File: config.mk
export PLATFORM = sky130hd
export DESIGN_NAME = wwv_ram
export DESIGN_NICKNAME = d
export VERILOG_FILES = /design/src/wwv_ram.sv
export SDC_FILE = /design/constraint.sdc
export NUM_CORES = 1
export LEC_CHECK = 0
export BUFFER_PORTS_ARGS = -buffer_cell sky130_fd_sc_hd__buf_2
export CORE_ASPECT_RATIO = 0.75
export CORE_MARGIN = 3
export CORE_UTILIZATION = 25
export CTS_CLUSTER_DIAMETER = 40
export CTS_CLUSTER_SIZE = 16
export DETAILED_ROUTE_END_ITERATION = 10
export PLACE_DENSITY = 0.44
export SLEW_MARGIN = 30
export SYNTH_ARGS = -nofsm -noshare
export SYNTH_HDL_FRONTEND = slang
export SYNTH_SLANG_ARGS = --single-unit
File: constraint.sdc
create_clock -name clk_i -period 4.65 [get_ports clk_i]
set_input_delay 0 -clock clk_i [delete_from_list [all_inputs] [get_ports clk_i]]
set_output_delay 0 -clock clk_i [all_outputs]
set_load 0.05 [all_outputs]
File: src/wwv_ram.sv
// Generic single-write, single-read memory with registered read data.
module wwv_ram #(
  parameter int WIDTH = 8,
  parameter int DEPTH = 16,
  parameter int AW    = $clog2(DEPTH)
) (
  input  logic             clk_i,
  input  logic             we_i,
  input  logic [AW-1:0]    waddr_i,
  input  logic [WIDTH-1:0] wdata_i,
  input  logic [AW-1:0]    raddr_i,
  output logic [WIDTH-1:0] rdata_o
);

  logic [WIDTH-1:0] mem_q [DEPTH];

  // Write port.
  always_ff @(posedge clk_i) begin
    if (we_i) begin
      mem_q[waddr_i] <= wdata_i;
    end
  end

  // Registered read port.
  always_ff @(posedge clk_i) begin
    rdata_o <= mem_q[raddr_i];
  end

endmodule

======== Word level (Yosys, flattened, before mapping) ========
Memory sizes are Yosys's and may differ from the RTL's. A register that Yosys moved wholly into a read port is not among the register bits.
Cells that the tools add are included.
storage, ports and cells
  register bits after elaboration ......... 0
  memory bits (writable) .................. 128
  input bits .............................. 18
  output and inout bits ................... 8
  memories ................................ 1
memories
  name   words  bits a word  rd ports  clocked after memory_dff  wr ports  line  RTL
  mem_q  16     8            1         1                         1         15    logic [WIDTH-1:0] mem_q [DEPTH];
cells by class
  mux-type cells .......................... 2
operator list
  cell              count
  1-bit 2-to-1 mux  2

======== Longest topological paths before layout ========
  depth in word-level cells ............... 2
  mapped depth ............................ 5

======== Worst setup path after synthesis ========
OpenSTA, ideal clock, no wires.
  path type ............................... input-to-reg
  start point ............................. input waddr_i[2]
  end point ............................... memory mem_q[0][0] (enable)
  data arrival time ....................... 1.110 ns
  data required time ...................... 4.267 ns
  setup slack ............................. 3.157 ns
  cell stages on the path ................. 2
  path buffers ............................ 0
  cell sequence ........................... or3b_2 -> nor3_1
RTL lines
  element             line  RTL
  start: declaration  9     input logic [AW-1:0] waddr_i,
  end: declaration    15
No word-level cell before the write port.

==> summary.txt <==
Clock tree
  – Worst skew pair latency: 410 ps
  – Number of buffers created by CTS: 17
  – Post-CTS Resized: 0
  – Worst-path clk slew: around 60 ps
  – Clock sink count: approximately 140
  – Clk root buf: clkbuf_16
  – H-tree levels: 4
  – Clock buffer depth: 2
  – CTS tree: yes

Floorplanning
  – Die area: 22,370 µm²
  – Initial core utilization: a little over a quarter
  – Die Width: roughly 170 µm
  – Row Count: between 40 and 50
  – Core box area: 19,760 µm²
  – I/O Pins: 26
  – Die span in y: approximately 130 µm

Synthesis
  – Mapped Area: between 5000 and 6000 µm²
  – Ranking of synthesized cells by area: edfxtp_1 75%, mux4_2 7.9%, mux4_1 7.1%, dfxtp_1 3.1%, a22oi_1 2.3%
  – Post-Syn Instances: 229
  – Syn_area_per_cell: about 22 µm²
  – Yosys warns: 0
  – Syn_nets: between 200 and 250
  – Yosys reg bits: about 140
  – Ys async rst share: 0%
  – Post-synth EDFFs: 128
  – Yosys top cell area share: 74.67%
  – Area leader, netlist: edfxtp_1
  – Cell variety after synth: 19
  – Count leader, synth: edfxtp_1
  – Commonest cells post-synth: 128 x edfxtp_1, 18 x mux4_2, 16 x a22oi_1, 14 x mux4_1, 13 x nor2_1
  – Register area share after synthesis: ~78%
  – Ys flop type: edfxtp_1

Placed design
  – PortBufs: 25
  – DP Worst Slack: 2591 ps
  – Post-DP HPWL: just under 7000 µm
  – Placer Congestion: 0.6936

GRT
  – GRT overflow: 0
  – Vias in the first global route: 2,417
  – Pin count of the biggest net entering global routing: 33
  – First-pass GRT wire length: roughly 16,000 µm
  – Initial antenna violation count: 0
  – GRT Resource Usage Total: between 10% and 20%

Layout
  – Multi-input gate area: roughly 1100 µm²
  – Fill cells: between 1,500 and 2,000
  – Layout cells sized above 1: 31.01%
  – Layout Nets: about 290
  – Diodes inserted: 0
  – Syn-to-layout area delta: 21.20%
  – Sequential cell area: about 4000 µm²

STA
  – Final number of setup-violating endpoints: 0
  – Final hold vios: 0
  – Fmax: 0.6156 GHz
  – Sum Neg Setup Slack: 0 ps
  – Worst-Margin Slew: 952.1 ps
  – Worst hold slack: between 90 and 100 ps
  – Clk_skew: 8.388 ps
  – Max_slew headroom: approximately 36%
  – RSZ-0062 raised after global routing: no
  – Post-layout minimum cycle time: around 1600 ps
  – Max Slew Vio Count: 0
  – Final WS setup: just over 3000 ps
  – Tcrit/Tclk final: 34.94%

Route
  – Drt wl/cell: between 20 and 25 µm
  – DR iter-0 viols: 210
  – DRT Pass-1 Iters: 4
  – Remaining antenna violation count: 0
  – Vias per cell: 4.344
  – Routed wire length: roughly 11,000 µm
  – Vias: between 2,000 and 2,500
  – Residual DRC: 0

Power
  – Worst VDD drop: 0.0002414 V
  – Pwr dens: 465.0 nW/µm²
  – Leak pwr: around 2 nW
  – Clock network power share: about 47%
  – Internal Dissipation: about 2.3 mW
  – Sw power: 0.6292 mW
  – Combinational group share of total power: under 10%
  – Sequential share of power: between 40% and 50%
  – Switching Fraction: a little over a fifth

Worst hold path
  – Hold endpoint: mem_q[0][3]
  – Hold Startpoint: waddr_i[1]
  – Hold depth: 2
  – Hold crit path type: in -> reg

Critical path
  – Crit Reg-Reg Startpoint: mem_q[9][4]
  – Crit-path cells: buf_2, buf_4, mux4_1, a22oi_1, nand2_1
  – Reg2reg path depth: 3
  – Crit path max-delay cell type: mux4_1
  – Crit path DAT: around 1900 ps
  – Crit. End Element: register
  – CP Max Fanout: 23
  – Crit Reg-Reg Endpoint: rdata_o[4]
  – Setup CP Type: in -> reg
  – Req. time, crit path: just under 5000 ps
  – R2r setup slk: 3130 ps
  – Crit path largest cell delay: around 620 ps
  – Crit start category: primary input

Outcome
  – Status: completed

Job
  – Maxcap violations: 0
sequential cells by signal, indices dropped and copies added, names as in the netlist:
signal / count
mem_q: 128
rdata_o: 8
cells in the final DEF (no fill, tap or decap), types with 3 or more instances in the layout:
| cell type | netlist | final |
|---|---|---|
| buf_4 | 1 | 3 |
| nor2_1 | 13 | 5 |
| a22oi_1 | 16 | 16 |
| dlygate4sd3_1 | 0 | 8 |
| mux4_2 | 18 | 18 |
| clkbuf_16 | 0 | 17 |
| nor2_2 | 0 | 8 |
| clkinvlp_4 | 0 | 3 |
| dfxtp_1 | 8 | 8 |
| inv_6 | 0 | 3 |
| nand2_1 | 9 | 9 |
| clkinv_2 | 0 | 3 |
| mux4_1 | 14 | 14 |
| bufinv_16 | 0 | 3 |
| buf_2 | 3 | 25 |
| edfxtp_1 | 128 | 128 |
stage by stage:
stage	cells	util [%]	instance area, µm²	power, mW
3_3_place_gp	500	27.98	5530	1.559
2_1_floorplan	229	-	5147	1.500
6_report	540	31.56	6238	2.901
3_5_place_dp	500	28.03	5540	1.561
4_1_cts	540	31.48	6221	2.921
5_1_grt	540	31.56	6238	2.998
routing by layer:
layer	share of wire (%)	wire, µm	global-route usage [%]	up-vias
li1	-	-	-	1067
met4	0.50	55	3.264	0
met3	4.9	545	2.786	6
met5	0	0	0	-
met2	44	4827	14.61	56
met1	51	5635	16.51	1217
timing repair:
action	in CTS	in global routing
endpoints found under the hold margin	122	0
hold buffers	8	0
endpoints found under the setup margin	0	0
buffers inserted	0	0
final cells by class:
class / count / area share (%)
Sequential cell: 136 / 64.18
Tap cell: 253 / 5.074
Clock buffer: 18 / 6.879
Clock inverter: 14 / 2.748
Multi-Input combinational cell: 83 / 17.47
Timing Repair Buffer: 36 / 3.650
worst max-delay path: cells and delay by family:
family | cells | cell delay (ps)
buf+inv | 2 | 760
mux | 1 | 620
compound gates | 1 | 400
simple gates | 1 | 110
cell families (layout without fill, tap and decap cells):
family	after synthesis	after routing	share of synthesized area [%]
flip-flops	136	136	77.78
AND/OR/NAND/NOR	35	35	3.184
multiplexers	32	32	15.02
AO/OA/AOI/OAI	16	16	2.334
buffers and inverters	10	68	1.677
how the worst max path moves through the flow:
stage               slack, ps  cells after the start  startpoint           to
CTS                      3000                      5  raddr_i[0]   rdata_o[4]
global route             2920                      5  raddr_i[0]   rdata_o[4]
global placement         2510                      3  waddr_i[2]  mem_q[0][7]
floorplan                3160                      2  waddr_i[2]  mem_q[0][0]
finish                   3030                      5  raddr_i[0]   rdata_o[4]
detailed placement       2590                      5  raddr_i[0]   rdata_o[4]
power groups by stage:
stage	combinational (mW)	clock (mW)	sequential, mW
CTS	0.161	1.38	1.38
global placement	0.153	0	1.41
detailed placement	0.155	0	1.41
finish	0.159	1.36	1.38
floorplan	0.0696	0	1.43
global route	0.172	1.45	1.38
Power figures use the tool's default switching activity.
